File: config.mk
export PLATFORM = sky130hd
export DESIGN_NAME = playfair_digraph_encrypt_core_flat
export DESIGN_NICKNAME = d
export VERILOG_FILES = /design/src/hdl/pfe_pkg.sv /design/src/hdl/pfe_req_if.sv /design/src/hdl/pfe_res_if.sv /design/src/hdl/playfair_digraph_encrypt_core.sv /design/src/hdl/pfe_ram.sv /design/src/hdl/pfe_pair.sv /design/src/hdl/pfe_out.sv /design/src/flat_wrapper.sv
export VERILOG_INCLUDE_DIRS = /design/src /design/src/hdl
export SDC_FILE = /design/constraint.sdc
export NUM_CORES = 1
export LEC_CHECK = 0
export ABC_AREA = 1
export BUFFER_PORTS_ARGS = -buffer_cell sky130_fd_sc_hd__buf_4
export CORE_MARGIN = 5
export CORE_UTILIZATION = 50
export CTS_CLUSTER_DIAMETER = 120
export DETAILED_ROUTE_END_ITERATION = 8
export PLACE_DENSITY = 0.71
export RECOVER_POWER = 100
export SYNTH_ARGS = -nofsm -noshare
export SYNTH_HDL_FRONTEND = slang
export SYNTH_SLANG_ARGS = --single-unit
File: constraint.sdc
create_clock -name i_clk -period 3.9 [get_ports i_clk]
set_input_delay 0 -clock i_clk [delete_from_list [all_inputs] [get_ports i_clk]]
set_output_delay 0 -clock i_clk [all_outputs]
set_load 0.1 [all_outputs]
File: src/hdl/playfair_digraph_encrypt_core_macros.svh
// Assertion helpers; the using module must have i_clk and i_rst_n.
`ifndef PLAYFAIR_DIGRAPH_ENCRYPT_CORE_MACROS_SVH
`define PLAYFAIR_DIGRAPH_ENCRYPT_CORE_MACROS_SVH

// Check cons in the same cycle as ante.
`define PFE_ASSERT_SAME(lbl, ante, cons, msg) \
    lbl: assert property (@(posedge i_clk) disable iff (!i_rst_n) (ante) |-> (cons)) \
        else $error(msg);

// Check cons in the cycle after ante.
`define PFE_ASSERT_NEXT(lbl, ante, cons, msg) \
    lbl: assert property (@(posedge i_clk) disable iff (!i_rst_n) (ante) |=> (cons)) \
        else $error(msg);

`endif

File: src/hdl/pfe_pkg.sv
`timescale 1ns / 1ps

package pfe_pkg;

    localparam logic [1:0] REQ_LOAD   = 2'd0;
    localparam logic [1:0] REQ_LETTER = 2'd1;
    localparam logic [1:0] REQ_END    = 2'd2;

    localparam logic [4:0] ALPHA       = 5'd26;
    localparam logic [4:0] SQ_CELLS    = 5'd25;
    localparam logic [4:0] SQ_DIM      = 5'd5;
    localparam logic [2:0] DIM_LAST    = 3'd4;
    localparam logic [4:0] LETTER_I    = 5'd8;
    localparam logic [4:0] LETTER_J    = 5'd9;
    localparam logic [5:0] FILL_OFFSET = 6'd15;
    localparam logic [5:0] ALPHA_W     = 6'd26;

    localparam logic [4:0] VOWELS [5] = '{5'd0, 5'd4, 5'd8, 5'd14, 5'd20};

    typedef struct packed {
        logic       is_load;
        logic [4:0] cell_index;
        logic [4:0] load_letter;
        logic [4:0] let_a;
        logic [4:0] let_b;
        logic       low_a;
        logic       low_b;
    } t_stage;

    typedef struct packed {
        logic [4:0] oa;
        logic [4:0] ob;
    } t_cells;

    function automatic logic [4:0] fold_j(input logic [4:0] x);
        return (x == LETTER_J) ? LETTER_I : x;
    endfunction

    function automatic logic [4:0] filler_of(input logic [4:0] x, input logic bump);
        logic [5:0] s;
        logic [4:0] f;
        logic       hit;
        s = {1'b0, x} + FILL_OFFSET;
        f = (s >= ALPHA_W) ? 5'(s - ALPHA_W) : s[4:0];
        hit = 1'b0;
        for (int i = 0; i < 5; i++) begin
            if (f == VOWELS[i]) begin
                hit = 1'b1;
            end
        end
        if (bump && hit) begin
            f = f + 5'd1;
        end
        return fold_j(f);
    endfunction

    function automatic logic [2:0] pos_row(input logic [4:0] p);
        logic [2:0] r;
        if (p >= 5'd20) begin
            r = 3'd4;
        end else if (p >= 5'd15) begin
            r = 3'd3;
        end else if (p >= 5'd10) begin
            r = 3'd2;
        end else if (p >= 5'd5) begin
            r = 3'd1;
        end else begin
            r = 3'd0;
        end
        return r;
    endfunction

    function automatic logic [2:0] pos_col(input logic [4:0] p, input logic [2:0] r);
        logic [4:0] t;
        t = p - 5'(5'(r) * SQ_DIM);
        return t[2:0];
    endfunction

    function automatic logic [2:0] step5(input logic [2:0] v);
        return (v >= DIM_LAST) ? 3'd0 : v + 3'd1;
    endfunction

    function automatic logic [4:0] cell_at(input logic [2:0] r, input logic [2:0] c);
        return 5'(5'(r) * SQ_DIM) + 5'(c);
    endfunction

    function automatic t_cells locate(input logic [4:0] pa, input logic [4:0] pb);
        logic [2:0] ra, ca, rb, cb;
        t_cells     res;
        ra = pos_row(pa);
        ca = pos_col(pa, ra);
        rb = pos_row(pb);
        cb = pos_col(pb, rb);
        if (ca == cb) begin
            res.oa = cell_at(step5(ra), ca);
            res.ob = cell_at(step5(rb), cb);
        end else if (ra == rb) begin
            res.oa = cell_at(ra, step5(ca));
            res.ob = cell_at(rb, step5(cb));
        end else begin
            res.oa = cell_at(ra, cb);
            res.ob = cell_at(rb, ca);
        end
        return res;
    endfunction

endpackage

File: src/hdl/pfe_req_if.sv
`timescale 1ns / 1ps

interface pfe_req_if;
    logic       valid;
    logic       ready;
    logic [1:0] req_type;
    logic [4:0] cell_index;
    logic [4:0] letter;
    logic       is_lower;

    modport source (output valid, req_type, cell_index, letter, is_lower, input ready);
    modport sink   (input valid, req_type, cell_index, letter, is_lower, output ready);
endinterface

File: src/hdl/pfe_res_if.sv
`timescale 1ns / 1ps

interface pfe_res_if;
    logic       valid;
    logic       ready;
    logic [4:0] cipher_letter;
    logic       out_lower;
    logic       last;

    modport source (output valid, cipher_letter, out_lower, last, input ready);
    modport sink   (input valid, cipher_letter, out_lower, last, output ready);
endinterface

File: src/hdl/playfair_digraph_encrypt_core.sv
// Channel  | Dir | Payload                                   | Transfer
// i_req    | in  | req_type, cell_index, letter, is_lower    | valid & ready
// o_res    | out | cipher_letter, out_lower, last            | valid & ready
//
// Accepts one request per cycle unless stalled; each digraph yields two
// results, one per cycle while o_res.ready is high, so the single output
// register sets the sustained digraph rate. A digraph's first result passes
// the position read at transfer, the cell read, then the output register.
// Reset (i_rst_n low, synchronous) drops the held letter and all stage
// valids; the key square and position tables are undefined until loaded.
// A stalled o_res holds the output register and backs up through both stages
// to i_req.ready.
`timescale 1ns / 1ps
`include "playfair_digraph_encrypt_core_macros.svh"

module playfair_digraph_encrypt_core (
    input  logic      i_clk,
    input  logic      i_rst_n,
    pfe_req_if.sink   i_req,
    pfe_res_if.source o_res
);

    logic             take;
    logic             push;
    pfe_pkg::t_stage  item;
    pfe_pkg::t_stage  r_a;
    logic             r_va;
    logic             n_va;
    logic             r_vb;
    logic             n_vb;
    logic             r_low_a;
    logic             r_low_b;
    logic             a_go;
    logic             a_free;
    logic             b_free;
    logic             out_free;
    logic             pos_we;
    logic [4:0]       pos_a;
    logic [4:0]       pos_b;
    logic             cell_we;
    logic             cell_re;
    pfe_pkg::t_cells  cells;
    logic [4:0]       sq_a;
    logic [4:0]       sq_b;

    assign b_free      = !r_vb || out_free;
    assign a_go        = r_va && (r_a.is_load || b_free);
    assign a_free      = !r_va || a_go;
    assign i_req.ready = a_free;
    assign take        = i_req.valid && a_free;

    pfe_pair u_pair (
        .i_clk        (i_clk),
        .i_rst_n      (i_rst_n),
        .i_take       (take),
        .i_req_type   (i_req.req_type),
        .i_cell_index (i_req.cell_index),
        .i_letter     (i_req.letter),
        .i_is_lower   (i_req.is_lower),
        .o_push       (push),
        .o_item       (item)
    );

    assign pos_we = take && i_req.req_type == pfe_pkg::REQ_LOAD
                    && i_req.cell_index < pfe_pkg::SQ_CELLS
                    && i_req.letter < pfe_pkg::ALPHA;

    pfe_ram #(.WIDTH(5), .DEPTH(26)) u_pos_ram (
        .i_clk    (i_clk),
        .i_we     (pos_we),
        .i_waddr  (i_req.letter),
        .i_wdata  (i_req.cell_index),
        .i_re     (push && !item.is_load),
        .i_raddr0 (item.let_a),
        .i_raddr1 (item.let_b),
        .o_rdata0 (pos_a),
        .o_rdata1 (pos_b)
    );

    always_comb begin
        n_va = r_va;
        if (push) begin
            n_va = 1'b1;
        end else if (a_go) begin
            n_va = 1'b0;
        end
    end

    always_ff @(posedge i_clk) begin
        if (push) begin
            r_a <= item;
        end
    end

    assign cells   = pfe_pkg::locate(pos_a, pos_b);
    assign cell_we = a_go && r_a.is_load && r_a.cell_index < pfe_pkg::SQ_CELLS;
    assign cell_re = a_go && !r_a.is_load;

    pfe_ram #(.WIDTH(5), .DEPTH(25)) u_cell_ram (
        .i_clk    (i_clk),
        .i_we     (cell_we),
        .i_waddr  (r_a.cell_index),
        .i_wdata  (r_a.load_letter),
        .i_re     (cell_re),
        .i_raddr0 (cells.oa),
        .i_raddr1 (cells.ob),
        .o_rdata0 (sq_a),
        .o_rdata1 (sq_b)
    );

    always_comb begin
        n_vb = r_vb;
        if (cell_re) begin
            n_vb = 1'b1;
        end else if (out_free) begin
            n_vb = 1'b0;
        end
    end

    always_ff @(posedge i_clk) begin
        if (cell_re) begin
            r_low_a <= r_a.low_a;
            r_low_b <= r_a.low_b;
        end
    end

    always_ff @(posedge i_clk) begin
        if (!i_rst_n) begin
            r_va <= 1'b0;
            r_vb <= 1'b0;
        end else begin
            r_va <= n_va;
            r_vb <= n_vb;
        end
    end

    pfe_out u_out (
        .i_clk   (i_clk),
        .i_rst_n (i_rst_n),
        .i_load  (r_vb && out_free),
        .i_let_a (sq_a),
        .i_let_b (sq_b),
        .i_low_a (r_low_a),
        .i_low_b (r_low_b),
        .o_free  (out_free),
        .o_res   (o_res)
    );

    `PFE_ASSERT_NEXT(a_second_half, o_res.valid && !o_res.last, o_res.valid,
                     "digraph cut after first letter")
    `PFE_ASSERT_NEXT(a_stage_b_hold, r_vb && !out_free, r_vb,
                     "cell stage dropped while output busy")
    `PFE_ASSERT_SAME(a_no_push_stalled, push, a_free, "push into occupied stage")

endmodule

File: src/hdl/pfe_ram.sv
`timescale 1ns / 1ps

module pfe_ram #(
    parameter int WIDTH = 5,
    parameter int DEPTH = 25
) (
    input  logic                     i_clk,
    input  logic                     i_we,
    input  logic [$clog2(DEPTH)-1:0] i_waddr,
    input  logic [WIDTH-1:0]         i_wdata,
    input  logic                     i_re,
    input  logic [$clog2(DEPTH)-1:0] i_raddr0,
    input  logic [$clog2(DEPTH)-1:0] i_raddr1,
    output logic [WIDTH-1:0]         o_rdata0,
    output logic [WIDTH-1:0]         o_rdata1
);

    logic [WIDTH-1:0] r_mem [DEPTH];
    logic [WIDTH-1:0] r_rd0;
    logic [WIDTH-1:0] r_rd1;

    always_ff @(posedge i_clk) begin
        if (i_we) begin
            r_mem[i_waddr] <= i_wdata;
        end
        if (i_re) begin
            r_rd0 <= r_mem[i_raddr0];
            r_rd1 <= r_mem[i_raddr1];
        end
    end

    assign o_rdata0 = r_rd0;
    assign o_rdata1 = r_rd1;

endmodule

File: src/hdl/pfe_pair.sv
`timescale 1ns / 1ps
`include "playfair_digraph_encrypt_core_macros.svh"

module pfe_pair (
    input  logic           i_clk,
    input  logic           i_rst_n,
    input  logic           i_take,
    input  logic [1:0]     i_req_type,
    input  logic [4:0]     i_cell_index,
    input  logic [4:0]     i_letter,
    input  logic           i_is_lower,
    output logic           o_push,
    output pfe_pkg::t_stage o_item
);

    logic       r_pend_valid;
    logic [4:0] r_pend_letter;
    logic       r_pend_lower;
    logic       n_pend_valid;
    logic [4:0] n_pend_letter;
    logic       n_pend_lower;
    logic [4:0] folded;

    assign folded = pfe_pkg::fold_j(i_letter);

    always_comb begin
        n_pend_valid        = r_pend_valid;
        n_pend_letter       = r_pend_letter;
        n_pend_lower        = r_pend_lower;
        o_push              = 1'b0;
        o_item.is_load      = 1'b0;
        o_item.cell_index   = i_cell_index;
        o_item.load_letter  = i_letter;
        o_item.let_a        = r_pend_letter;
        o_item.let_b        = folded;
        o_item.low_a        = r_pend_lower;
        o_item.low_b        = i_is_lower;
        if (i_take) begin
            unique case (i_req_type)
                pfe_pkg::REQ_LOAD: begin
                    o_push         = 1'b1;
                    o_item.is_load = 1'b1;
                end
                pfe_pkg::REQ_LETTER: begin
                    if (i_letter < pfe_pkg::ALPHA) begin
                        if (!r_pend_valid) begin
                            n_pend_valid  = 1'b1;
                            n_pend_letter = folded;
                            n_pend_lower  = i_is_lower;
                        end else if (folded == r_pend_letter) begin
                            o_push        = 1'b1;
                            o_item.let_b  = pfe_pkg::filler_of(r_pend_letter, 1'b1);
                            o_item.low_b  = 1'b0;
                            n_pend_letter = folded;
                            n_pend_lower  = i_is_lower;
                        end else begin
                            o_push        = 1'b1;
                            n_pend_valid  = 1'b0;
                            n_pend_letter = '0;
                            n_pend_lower  = 1'b0;
                        end
                    end
                end
                pfe_pkg::REQ_END: begin
                    o_push        = r_pend_valid;
                    o_item.let_b  = pfe_pkg::filler_of(r_pend_letter, 1'b0);
                    o_item.low_b  = 1'b0;
                    n_pend_valid  = 1'b0;
                    n_pend_letter = '0;
                    n_pend_lower  = 1'b0;
                end
                default: begin
                end
            endcase
        end
    end

    always_ff @(posedge i_clk) begin
        if (!i_rst_n) begin
            r_pend_valid  <= 1'b0;
            r_pend_letter <= '0;
            r_pend_lower  <= 1'b0;
        end else begin
            r_pend_valid  <= n_pend_valid;
            r_pend_letter <= n_pend_letter;
            r_pend_lower  <= n_pend_lower;
        end
    end

    `PFE_ASSERT_NEXT(a_end_clears, i_take && i_req_type == pfe_pkg::REQ_END, !r_pend_valid, "end item left a held letter")
    `PFE_ASSERT_SAME(a_no_j_out, o_push && !o_item.is_load, o_item.let_b != pfe_pkg::LETTER_J && o_item.let_a != pfe_pkg::LETTER_J, "unfolded J in digraph")

endmodule

File: src/hdl/pfe_out.sv
`timescale 1ns / 1ps

module pfe_out (
    input  logic       i_clk,
    input  logic       i_rst_n,
    input  logic       i_load,
    input  logic [4:0] i_let_a,
    input  logic [4:0] i_let_b,
    input  logic       i_low_a,
    input  logic       i_low_b,
    output logic       o_free,
    pfe_res_if.source  o_res
);

    logic       r_valid;
    logic       r_half;
    logic [4:0] r_let_a;
    logic [4:0] r_let_b;
    logic       r_low_a;
    logic       r_low_b;
    logic       n_valid;
    logic       n_half;

    assign o_free = !r_valid || (r_half && o_res.ready);

    always_comb begin
        n_valid = r_valid;
        n_half  = r_half;
        if (i_load) begin
            n_valid = 1'b1;
            n_half  = 1'b0;
        end else if (r_valid && o_res.ready) begin
            n_valid = !r_half;
            n_half  = 1'b1;
        end
    end

    always_ff @(posedge i_clk) begin
        if (!i_rst_n) begin
            r_valid <= 1'b0;
            r_half  <= 1'b0;
        end else begin
            r_valid <= n_valid;
            r_half  <= n_half;
        end
    end

    always_ff @(posedge i_clk) begin
        if (i_load) begin
            r_let_a <= i_let_a;
            r_let_b <= i_let_b;
            r_low_a <= i_low_a;
            r_low_b <= i_low_b;
        end
    end

    assign o_res.valid         = r_valid;
    assign o_res.cipher_letter = r_half ? r_let_b : r_let_a;
    assign o_res.out_lower     = r_half ? r_low_b : r_low_a;
    assign o_res.last          = r_half;

endmodule

File: src/flat_wrapper.sv
// flat-port wrapper written by rule: the top's interface ports become plain ports
module playfair_digraph_encrypt_core_flat 
  (i_clk, i_rst_n, i_req_valid, i_req_req_type, i_req_cell_index, i_req_letter, i_req_is_lower, i_req_ready, o_res_valid, o_res_cipher_letter, o_res_out_lower, o_res_last, o_res_ready);
  pfe_req_if i_req_i ();
  pfe_res_if o_res_i ();
  input  logic i_clk;
  input  logic i_rst_n;
  input wire logic [$bits(i_req_i.valid)-1:0] i_req_valid;
  input wire logic [$bits(i_req_i.req_type)-1:0] i_req_req_type;
  input wire logic [$bits(i_req_i.cell_index)-1:0] i_req_cell_index;
  input wire logic [$bits(i_req_i.letter)-1:0] i_req_letter;
  input wire logic [$bits(i_req_i.is_lower)-1:0] i_req_is_lower;
  output wire logic [$bits(i_req_i.ready)-1:0] i_req_ready;
  output wire logic [$bits(o_res_i.valid)-1:0] o_res_valid;
  output wire logic [$bits(o_res_i.cipher_letter)-1:0] o_res_cipher_letter;
  output wire logic [$bits(o_res_i.out_lower)-1:0] o_res_out_lower;
  output wire logic [$bits(o_res_i.last)-1:0] o_res_last;
  input wire logic [$bits(o_res_i.ready)-1:0] o_res_ready;
  assign i_req_i.valid = i_req_valid;
  assign i_req_i.req_type = i_req_req_type;
  assign i_req_i.cell_index = i_req_cell_index;
  assign i_req_i.letter = i_req_letter;
  assign i_req_i.is_lower = i_req_is_lower;
  assign i_req_ready = i_req_i.ready;
  assign o_res_valid = o_res_i.valid;
  assign o_res_cipher_letter = o_res_i.cipher_letter;
  assign o_res_out_lower = o_res_i.out_lower;
  assign o_res_last = o_res_i.last;
  assign o_res_i.ready = o_res_ready;
  playfair_digraph_encrypt_core u_core (.i_clk(i_clk), .i_rst_n(i_rst_n), .i_req(i_req_i), .o_res(o_res_i));
endmodule
### Word level (Yosys, flattened, before mapping)

Memory sizes are Yosys's and may differ from the RTL's. A register that Yosys moved wholly into a read port is not among the register bits.
Cells that the tools add are included.

* logic and storage cells: 173
* RAM bits: 255
* bits in registers: 38
* input port bits: 17
* memories: 2
* output and inout bits: 9

Memories
* u_core.u_pos_ram.r_mem: words 26, width 5, read ports 2, clocked after Yosys merged registers in 2, wr ports 1, line pfe_ram.sv:18 `logic [WIDTH-1:0] r_mem [DEPTH];`
* u_core.u_cell_ram.r_mem: words 25, width 5, read ports 2, clocked after Yosys merged registers in 2, wr ports 1, line pfe_ram.sv:18

* $lt $le $gt $ge: 16
* equality and inequality tests: 13
* add/sub/neg operators: 15
* bitwise operators: 1
* reductions and logical operators: 30
* $mul: 4
* mux-type cells: 74

Operators with widths (number)
* 5-bit 2-to-1 mux: 18
* 1-bit 2-to-1 mux: 38
* 5-bit by 3-bit adder with 5-bit output: 6
* 3-bit 2-to-1 mux: 10
* 5-bit by 4-bit equality test with 1-bit output (second input constant): 5
* 5-bit by 4-bit greater-or-equal comparator with 1-bit output (second input constant): 4
* 3-bit by 3-bit multiplier with 5-bit output (second input constant): 4
* 10-bit 2-to-1 mux: 2
* 5-bit one-hot mux with 2 select lines: 2
* 5-bit < comparator (second input constant): 3
* 3-bit by 1-bit adder with 3-bit output (second input constant): 4
* 3-bit greater-or-equal comparator (second input constant): 4
* 1-bit logical AND: 12
* 5-bit by 3-bit greater-or-equal comparator with 1-bit output (second input constant): 2
* 5-bit greater-or-equal comparator (second input constant): 2
* 2-bit nonzero test: 4
* 5-bit by 4-bit adder with 6-bit output (second input constant): 1
* 3-bit equality test: 2
* 6-bit by 5-bit greater-or-equal comparator with 1-bit output (second input constant): 1
* 1-bit logical NOT: 6
* 1-bit one-hot mux with 2 select lines: 3
* 3-bit subtractor: 2
* 5-bit by 1-bit adder with 5-bit output (second input constant): 1
* 5-bit by 3-bit equality test with 1-bit output (second input constant): 1
* 13 further kinds: 16

### Longest topological paths before layout

Gate-level depths: netlist of run 1.

* depth after elaboration: 27
* depth in mapped cells: 36
* gate-level depth less buffers: 32

### Hierarchy

From an unflattened synthesis of run 1, not the netlist that was laid out.

* cells, all modules: 2157
* area, all modules: 18048.6 µm²

By module, submodules not included
* pfe_ram at u_core.u_pos_ram: cells an instance 825, area each 7240.7 µm², sequential area each 4204.0 µm², times used 1
* pfe_ram at u_core.u_cell_ram: cells an instance 837, area each 7118.1 µm², sequential area each 4053.9 µm², times used 1
* playfair_digraph_encrypt_core: cells an instance 247, area each 1889.3 µm², sequential area each 490.5 µm², times used 1
* pfe_pair: cells an instance 206, area each 1267.5 µm², sequential area each 140.1 µm², times used 1
* pfe_out: cells an instance 42, area each 533.0 µm², sequential area each 400.4 µm², times used 1

### Least setup slack after synthesis of run 1

Ideal clock, no wire load.

* kind: reg2reg
* start: reg u_core.u_pos_ram.r_rd1[2] (netlist: u_core.u_pos_ram.o_rdata1[2]) (read register of u_core.u_pos_ram.r_mem)
* end: reg u_core.u_cell_ram.r_rd1[0] (netlist: u_core.u_cell_ram.o_rdata1[0]) (read register of u_core.u_cell_ram.r_mem) (data pin)
* cell stages (with the launch flop): 24
* path slack: -0.289 ns
* data arrival time: 3.934 ns
* path buffers: 0
* required time: 3.645 ns
* library setup time: 0.255 ns
* period minus slack after synthesis: 4.189 ns
* cells stage by stage: edfxtp_1 > inv_1 > nand2_1 > o22ai_2 > nand2_1 > nand3_2 > inv_1 > nor2_1 > ha_1 > inv_1 > fa_1 > xor2_2 > inv_2 > ha_1 > ha_1 > a21o_1 > a21oi_1 > xor2_1 > inv_1 > o21ai_1 > inv_1 > o21ai_0 > o21bai_1 > nand2_1

* longest elaborated chain between the ends: 12
* elaborated cells between the ends (all ways): 24
* classes of those cells: 6 x add/sub; 2 x mul; 6 x order compare; 2 x eq/ne; 8 x mux

RTL lines
* start, declared: line pfe_ram.sv:20 `logic [WIDTH-1:0] r_rd1;`
* 5-bit by 3-bit greater-or-equal comparator with 1-bit output: line pfe_pkg.sv:65 `end else if (p >= 5'd5) begin`
* 1-bit 2-to-1 mux: line pfe_pkg.sv:65
* 3-bit 2-to-1 mux: line pfe_pkg.sv:63 `end else if (p >= 5'd10) begin`
* 3-bit 2-to-1 mux: line pfe_pkg.sv:61 `end else if (p >= 5'd15) begin`
* 3-bit 2-to-1 mux: line pfe_pkg.sv:59 `if (p >= 5'd20) begin`
* 3-bit by 3-bit multiplier with 5-bit output: line pfe_pkg.sv:75 `t = p - 5'(5'(r) * SQ_DIM);`
* 3-bit subtractor: line pfe_pkg.sv:75
* 3-bit by 1-bit adder with 3-bit output or 3-bit greater-or-equal comparator (tied branches): line pfe_pkg.sv:80 `return (v >= DIM_LAST) ? 3'd0 : v + 3'd1;`
* 3-bit 2-to-1 mux: line pfe_pkg.sv:80
* 5-bit by 3-bit adder with 5-bit output: line pfe_pkg.sv:84 `return 5'(5'(r) * SQ_DIM) + 5'(c);`
* 10-bit 2-to-1 mux: line pfe_pkg.sv:97 `end else if (ra == rb) begin`
* 10-bit 2-to-1 mux (*): line pfe_pkg.sv:94 `if (ca == cb) begin`
* end, declared: line pfe_ram.sv:20

Every way passes the cells marked *; elsewhere a longest branch is shown, timed or not.
A chain may end at the register's enable or synchronous reset.

### Worst setup path in the final report of run 1

* start: reg u_core.u_pos_ram.r_rd0[1] (netlist: u_core.u_pos_ram.o_rdata0[1]) (read register of u_core.u_pos_ram.r_mem)
* end: reg u_core.u_cell_ram.r_rd1[4] (netlist: u_core.u_cell_ram.o_rdata1[4]) (read register of u_core.u_cell_ram.r_mem) (data pin)

* longest elaborated chain between the ends: 10
* elaborated cells between the ends (all ways): 15
* classes of those cells: 2 x add/sub; 1 x mul; 4 x order compare; 2 x eq/ne; 6 x mux

RTL lines
* start, declared: line pfe_ram.sv:19 `logic [WIDTH-1:0] r_rd0;`
* 5-bit by 3-bit greater-or-equal comparator with 1-bit output: line pfe_pkg.sv:65
* 1-bit 2-to-1 mux: line pfe_pkg.sv:65
* 3-bit 2-to-1 mux: line pfe_pkg.sv:63
* 3-bit 2-to-1 mux: line pfe_pkg.sv:61
* 3-bit 2-to-1 mux: line pfe_pkg.sv:59
* 3-bit by 3-bit multiplier with 5-bit output: line pfe_pkg.sv:75
* 3-bit subtractor: line pfe_pkg.sv:75
* 5-bit by 3-bit adder with 5-bit output: line pfe_pkg.sv:84
* 10-bit 2-to-1 mux: line pfe_pkg.sv:97
* 10-bit 2-to-1 mux (*): line pfe_pkg.sv:94

Marked as above.

==> flow_summary.yaml, run 1 <==
yosys:
  netlist_instances: 1932
  synth_simple_gate_area_frac: 0.2145
  synth.avg_cell_area_um2: 9.061
  synth-seq-cells: 313
  synth_fa_ha_area_frac: 0.03474
  synthXorXnorAreaFrac: 0.01136
  synth_seq_area_share: 0.5306
  netlist_area_mm2: 0.01751
  synth_cell_types: 48
  ys_warn_count: 0
  synth_fp_nets: 1994
  synth_compound_area_frac: 0.1176
  synth.area.mux_share: 0.003860
  synth-edff-count: 302
  synth_top_family_by_area: "simple AND/OR/NAND/NOR gates"
  ys.flop_type: "edfxtp_1"
  async_reset_ff_frac: 0
placement:
  dp_slack_ns: -0.3077
  place.gp.congestion: 0.9554
  numPortBuffers: 25
  hpwl_um: 35340
  placed_area_mm2: 0.01881
die:
  initial_core_util: 0.5068
  ios: 26
  dieArea_mm2: 0.03885
  die_h_um: 197.1
  die_w_um: 197.1
  num_rows: 68
  core_area_mm2: 0.03454
flow_run:
  max-cap-violations: 6
routing:
  ant_nets: 0
  drc: 0
  wl_um: 53510
  vias: 14830
  wl_per_cell_um: 21.07
  vias_per_cell: 5.842
  drtIter0Drc: 1412
  dr.pass1.iters: 8
global_route:
  grt-ovfl-total: 0
  gr-usage-all-layers: 0.2658
  grt_max_degree: 73
  grt_pass1_vias: 14130
  grt_pass1_wl_um: 80360
  antenna_found_initial: 0
cells_and_area:
  fillers: 2991
  final_util: 0.6059
  layout.nets: 2121
  drive_above_1_share: 0.1633
  final_cell_area_mm2: 0.02093
  area_delta_synth_final_pct: 19.57
sta:
  skew_ns: 0.02335
  fin_crit_ns: 4.128
  tightest_slew_ns: 1.704
  slew_viol_final: 217
  relSlewSlack: -0.1362
  fin_ws_ns: -0.2282
  finalCritPeriodShare: 1.059
  setup_viol: 15
  rsz0062_at_grt: "yes"
  setup_tns_ns: -1.815
  finalHoldViolations: 0
  fmax_ghz: 0.2422
worst_setup_path:
  worstSetupPathType: "register to register"
  worstPathMaxFanout: 10
  cp-start-kind: "register"
  endpoint_kind: "register"
  crit_arrival_ns: 4.43
  cp.required_ns: 4.20
power:
  p_per_area_mw_per_mm2: 498.2
  peakVddDrop_mv: 0.3554
  cellLeakagePower_nw: 8.418
cts:
  clk_pin_slew_ns: 0.06
  cts_tree: "built"
  cts_max_path_buffers: 3
  h-tree-depth: 2
  numCtsBuffers: 36
  numClockSinks: 313
  clk-insertion-delay-late_ns: 0.55
  cts_root_buf: "clkbuf_16"
run_status:
  run_status: "finished with violations"
  violations: "capacitance limit, slew limit, setup timing"
worst_hold_path:
  worstHoldPathType: "input pin to register"
==> where the power goes <==
group	internal, W	switching [W]	leakage, nW
registers	0.00373	0.0000275	2.81
logic	0.00140	0.00212	5.09
clock network	0.00180	0.00136	0.520
==> placed cells by master (no fill, tap or decap), types with 27 or more instances in the layout <==
master / n
a21oi_1: 94
nand2_1: 381
buf_4: 101
clkbuf_16: 48
nand3_2: 33
o21ai_0: 97
inv_2: 27
clkbuf_1: 38
o211ai_1: 111
ha_1: 28
inv_1: 235
nor2_1: 75
nand3_1: 275
edfxtp_1: 302
==> per-stage QoR <==
| step | instances | hold WS (ns) | power, W |
|---|---|---|---|
| final | 2539 | 0.1167 | 0.01043 |
| after global routing | 2537 | 0.1447 | 0.01089 |
| after CTS | 2516 | 0.08784 | 0.01006 |
| after detailed placement | 2416 | 0.2537 | 0.006709 |
| after global placement | 2416 | 0.2503 | 0.006672 |
| after floorplan | 1932 | 0.09887 | 0.005752 |
==> worst paths after layout <==
kind,startpoint,to,slack [ns],cells after the start
setup / recovery,u_core.u_pos_ram.o_rdata0[1]$_DFFE_PP_,u_core.u_cell_ram.o_rdata1[4]$_DFFE_PP_,-0.23,22
setup reg to reg,u_core.u_pos_ram.o_rdata0[1]$_DFFE_PP_,u_core.u_cell_ram.o_rdata1[4]$_DFFE_PP_,-0.23,22
hold / removal,i_req_req_type[1],u_core.r_a[22]$_DFFE_PP_,0.12,5
hold reg to reg,u_core.u_cell_ram.o_rdata1[0]$_DFFE_PP_,u_core.u_out.r_let_b[0]$_DFFE_PP_,0.40,0
==> kinds of logic after synthesis <==
family,count (synthesis)
AO/OA/AOI/OAI,338
XOR/XNOR,21
adder cells (fa/ha/maj),45
buffers and inverters,370
flip-flops,313
multiplexers,6
AND/OR/NAND/NOR,839
==> cells in the mapped netlist (5+ instances only) <==
cell,number,share of area
nand2_1,392,0.084
nand3_1,305,0.087
edfxtp_1,302,0.52
inv_1,251,0.054
o211ai_1,111,0.048
o21ai_0,103,0.029
a21oi_1,97,0.028
nor2_1,80,0.017
buf_2,45,0.013
ha_1,39,0.028
clkbuf_1,34,0.0073
nand3b_1,16,0.0069
xor2_1,15,0.0075
inv_2,14,0.0030
nand2_2,12,0.0043
dfxtp_1,11,0.013
buf_4,8,0.0034
buf_1,7,0.0015
buf_6,7,0.0045
nor4_1,7,0.0025
fa_1,6,0.0069
mux2_2,6,0.0039
nand4_1,5,0.0018
==> metal layers <==
| layer | track usage | vias to the layer above | share of wire |
|---|---|---|---|
| li1 | - | 6911 | - |
| met1 | 0.3444 | 7055 | 0.40 |
| met2 | 0.4483 | 699 | 0.48 |
| met3 | 0.03667 | 167 | 0.068 |
| met4 | 0.1176 | 0 | 0.046 |
| met5 | 0 | - | 0 |
==> worst max-delay path: stages, from the launching register on <==
cell and delay, ns:
edfxtp_1 0.43, buf_4 0.17, a41oi_2 0.18, nand2_2 0.09, inv_2 0.08, nor2_4 0.04, ha_4 0.16, inv_2 0.05
fa_2 0.47, buf_6 0.15, or2_2 0.31, o21ai_4 0.08, fa_2 0.43, or2_4 0.26, o21ai_4 0.09, clkinv_4 0.16
clkbuf_16 0.21, nand2_1 0.08, nand3_1 0.12, nand3_1 0.14, nand2_1 0.08, nand2_1 0.06, nand2_1 0.05
==> cell type report <==
class	count	area [um2]	area share
Antenna cell	2	5.005	0.0002391
Inverter	269	1032	0.04932
Sequential cell	313	9291	0.4439
Timing Repair inverter	1	8.758	0.0004184
Clock buffer	41	940.9	0.04495
Timing Repair Buffer	189	1815	0.08674
Multi-Input combinational cell	1249	7134	0.3408
Tap cell	455	569.3	0.02720
Clock inverter	20	133.9	0.006396
==> repair_timing <==
item | CTS | global route
pin swaps | 23 | 50
cloned | 3 | 11
setup endpoints to repair | 10 | 15
endpoints found under the hold margin | 153 | 0
hold buffers | 14 | 0
setup buffers | 22 | 10
resized for setup | 51 | 68
==> registers in the layout (all words and copies together), names as in the netlist, 5 cells and up <==
| register | cells |
|---|---|
| u_core.u_pos_ram.o_rdata0 | 5 |
| u_core.u_out.r_let_b | 5 |
| u_core.u_pos_ram.o_rdata1 | 5 |
| u_core.u_out.r_let_a | 5 |
| u_core.r_a | 13 |
| u_core.u_cell_ram.r_mem | 125 |
| u_core.u_pos_ram.r_mem | 130 |
| u_core.u_pair.r_pend_letter | 5 |
| u_core.u_cell_ram.o_rdata0 | 5 |
| u_core.u_cell_ram.o_rdata1 | 5 |
(Power assumes the default switching activity.)
==> inputs of run 2 (changes only) <==
- CAP_MARGIN: not set -> 20
- CORE_MARGIN: 5 -> 2
==> run 2 against run 1 <==
The flow still finishes with violations (capacitance limit, slew limit, setup timing). Non-clock buffer count increased by 7. Routed wire length decreased by 3.0%. Final cell count increased by 0.12%. Worst hold slack improved by 0.065 ns. Total power about the same. Sequential cell count unchanged. Critical path depth increased by 3. Clock-buffer cell count increased by 2. Sequential power about the same. Combinational power about the same. First-iteration DRC count increased by 12%. Largest cell class unchanged.
==> flow_summary.yaml, run 2 (synthesis gave the netlist of run 1 again) <==
placement:
  place.gp.congestion: 0.9356
  dp.cells: 2431
  placed_area_mm2: 0.01889
  numPortBuffers: 25
  hpwl_um: 34610
  dp_slack_ns: -0.2586
worst_setup_path:
  crit_slowest_cell: "fa_2"
  cp_common_cell: "inv_2"
  slowest_delay_ns: 0.55
  cp-endpoint: "u_core.u_cell_ram.o_rdata0[2]$_DFFE_PP_"
  worstPathMaxFanout: 5
  reg2reg_to: "u_core.u_cell_ram.o_rdata0[2]$_DFFE_PP_"
  crit_buf_inv: 6
  reg2regPathDepth: 25
  crit_family: "adder cells"
  rrSetupSlack_ns: -0.28
  worstSetupPathType: "register to register"
  crit_arrival_ns: 4.46
  worst-path-stages: 25
  endpoint_kind: "register"
  cp-start-kind: "register"
  timing.rr.start: "u_core.u_pos_ram.o_rdata0[1]$_DFFE_PP_"
  cp.required_ns: 4.19
  cp-startpoint: "u_core.u_pos_ram.o_rdata0[1]$_DFFE_PP_"
power:
  sw_frac_of_total: 0.3321
  peakVddDrop_mv: 0.4986
  seqPwrFrac: 0.360
  combPwrFrac: 0.334
  p_per_area_mw_per_mm2: 502.0
  power_w: 0.01043
  p_int_w: 0.006964
  cellLeakagePower_nw: 8.369
  p_sw_w: 0.003462
  p_clk_frac: 0.306
routing:
  wl_per_cell_um: 20.42
  drtIter0Drc: 1578
  wl_um: 51910
  vias_per_cell: 5.794
  ant_nets: 0
  drc: 0
  vias: 14730
  dr.pass1.iters: 6
cells_and_area:
  drive_above_1_share: 0.1481
  largest_register: "u_core.u_pos_ram.r_mem"
  fillers: 2974
  final_cell_area_mm2: 0.02077
  layout.nets: 2126
  reg_top3: "u_core.u_pos_ram.r_mem x130, u_core.u_cell_ram.r_mem x125, u_core.r_a x13"
  diodes: 0
  final_cells: 2542
  layout_common_cells: "nand2_1 (382), edfxtp_1 (302), nand3_1 (291), inv_1 (239), o211ai_1 (111)"
  area_delta_synth_final_pct: 18.66
  final_common_cell: "nand2_1"
  largest_reg_flops: 130
flow_run:
  max-cap-violations: 5
die:
  die_w_um: 191.1
  initial_core_util: 0.5068
  die_h_um: 191.1
  dieArea_mm2: 0.03652
  ios: 26
  core_area_mm2: 0.03454
  num_rows: 68
global_route:
  gr-usage-all-layers: 0.2847
  grt_pass1_vias: 14350
  grt-ovfl-total: 0
  grt_max_degree: 73
  grt_pass1_wl_um: 79590
  antenna_found_initial: 0
sta:
  relSlewSlack: -0.1124
  fin_ws_ns: -0.2778
  rsz0062_at_grt: "yes"
  skew_ns: 0.02505
  setup_viol: 11
  fmax_ghz: 0.2394
  slew_viol_final: 145
  tightest_slew_ns: 1.669
  holdWs_ns: 0.1813
  fin_crit_ns: 4.178
  finalHoldViolations: 0
  finalCritPeriodShare: 1.071
cts:
  clk-insertion-delay-late_ns: 0.54
  numClockSinks: 313
  cts_tree: "built"
  numCtsBuffers: 35
  clk_pin_slew_ns: 0.07
  h-tree-depth: 2
  cts_root_buf: "clkbuf_16"
  cts_max_path_buffers: 3
worst_hold_path:
  min_path_cells: 5
  worstHoldPathType: "input pin to register"
run_status:
  violations: "capacitance limit, slew limit, setup timing"
  run_status: "finished with violations"
## run 2: cell count changes in the layout (fill, tap and decap cells not counted), sizes merged
cell	change
buf	+8
bufinv	+1
clkbuf	+1
clkinv	-1
clkinvlp	-1
diode	-2
inv	-3
## run 2: repair_timing
action / in CTS / in global routing
cloned: 8 / 3
pin swaps: 49 / 13
setup buffers: 20 / 7
hold buffers: 14 / 0
endpoints found under the setup margin: 10 / 15
hold endpoints to repair: 153 / 0
resized for setup: 55 / 35
## run 2: layout make-up
type / instances / area [um2] / area share
multi-input cells: 1249 / 7014 / 0.3377
inverters: 269 / 1031 / 0.04964
flip-flops and latches: 313 / 9294 / 0.4474
well taps: 455 / 569.3 / 0.02741
clock inverters: 17 / 130.1 / 0.006265
repair buffers: 196 / 1784 / 0.08590
clock buffers: 43 / 948.4 / 0.04566
## run 2: how the worst min path moves through the flow
stage / slack (ns) / endpoint / from
global placement: 0.25 / u_core.r_va$_SDFFE_PN0P_ / i_rst_n
finish: 0.18 / u_core.r_a[22]$_DFFE_PP_ / i_req_req_type[1]
detailed placement: 0.26 / u_core.r_va$_SDFFE_PN0P_ / i_rst_n
CTS: 0.12 / u_core.r_a[19]$_DFFE_PP_ / i_req_req_type[1]
floorplan: 0.1 / u_core.r_a[12]$_DFFE_PP_ / i_req_letter[0]
global route: 0.19 / u_core.r_a[22]$_DFFE_PP_ / i_req_req_type[1]
## run 2: metal layers
layer	routed length [um]	track usage	vias up
li1	-	-	6932
met1	20550	0.3605	6942
met2	25440	0.4951	695
met3	3717	0.03745	160
met4	2207	0.1118	0
met5	0	0	-
## run 2: worst reg2reg max path, cell delays in order, from the launching register on
cell      delay (ns)
edfxtp_1        0.44
nor2_2          0.15
o21ai_2         0.08
inv_2           0.06
nand2_2         0.05
nand2_2         0.08
inv_2           0.05
nor2_4          0.11
ha_4            0.14
inv_2           0.03
fa_2            0.55
ha_4            0.20
nand2_2         0.06
inv_2           0.04
o21ai_4         0.16
fa_1            0.42
or2_1           0.25
o21ai_4         0.09
clkinv_4        0.16
buf_12          0.18
o211ai_1        0.16
nand3_1         0.12
nand3_1         0.12
nand2_1         0.06
nand2_1         0.10
nand2_1         0.06
## run 2: through the flow
| step | utilization | setup TNS, ns |
|---|---|---|
| 2_1_floorplan | - | -0.1057 |
| 3_3_place_gp | 0.5468 | -1.461 |
| 3_5_place_dp | 0.5468 | -2.205 |
| 4_1_cts | 0.5984 | -1.118 |
| 5_1_grt | 0.6013 | -5.484 |
| 6_report | 0.6013 | -1.808 |
## run 2: power by group through the flow
| stage | logic, W | clock network [W] | registers (W) |
|---|---|---|---|
| 2_1_floorplan | 0.00194 | 0 | 0.00381 |
| 3_3_place_gp | 0.00284 | 0 | 0.00382 |
| 3_5_place_dp | 0.00287 | 0 | 0.00382 |
| 4_1_cts | 0.00338 | 0.00323 | 0.00375 |
| 5_1_grt | 0.00377 | 0.00334 | 0.00375 |
| 6_report | 0.00349 | 0.00319 | 0.00375 |
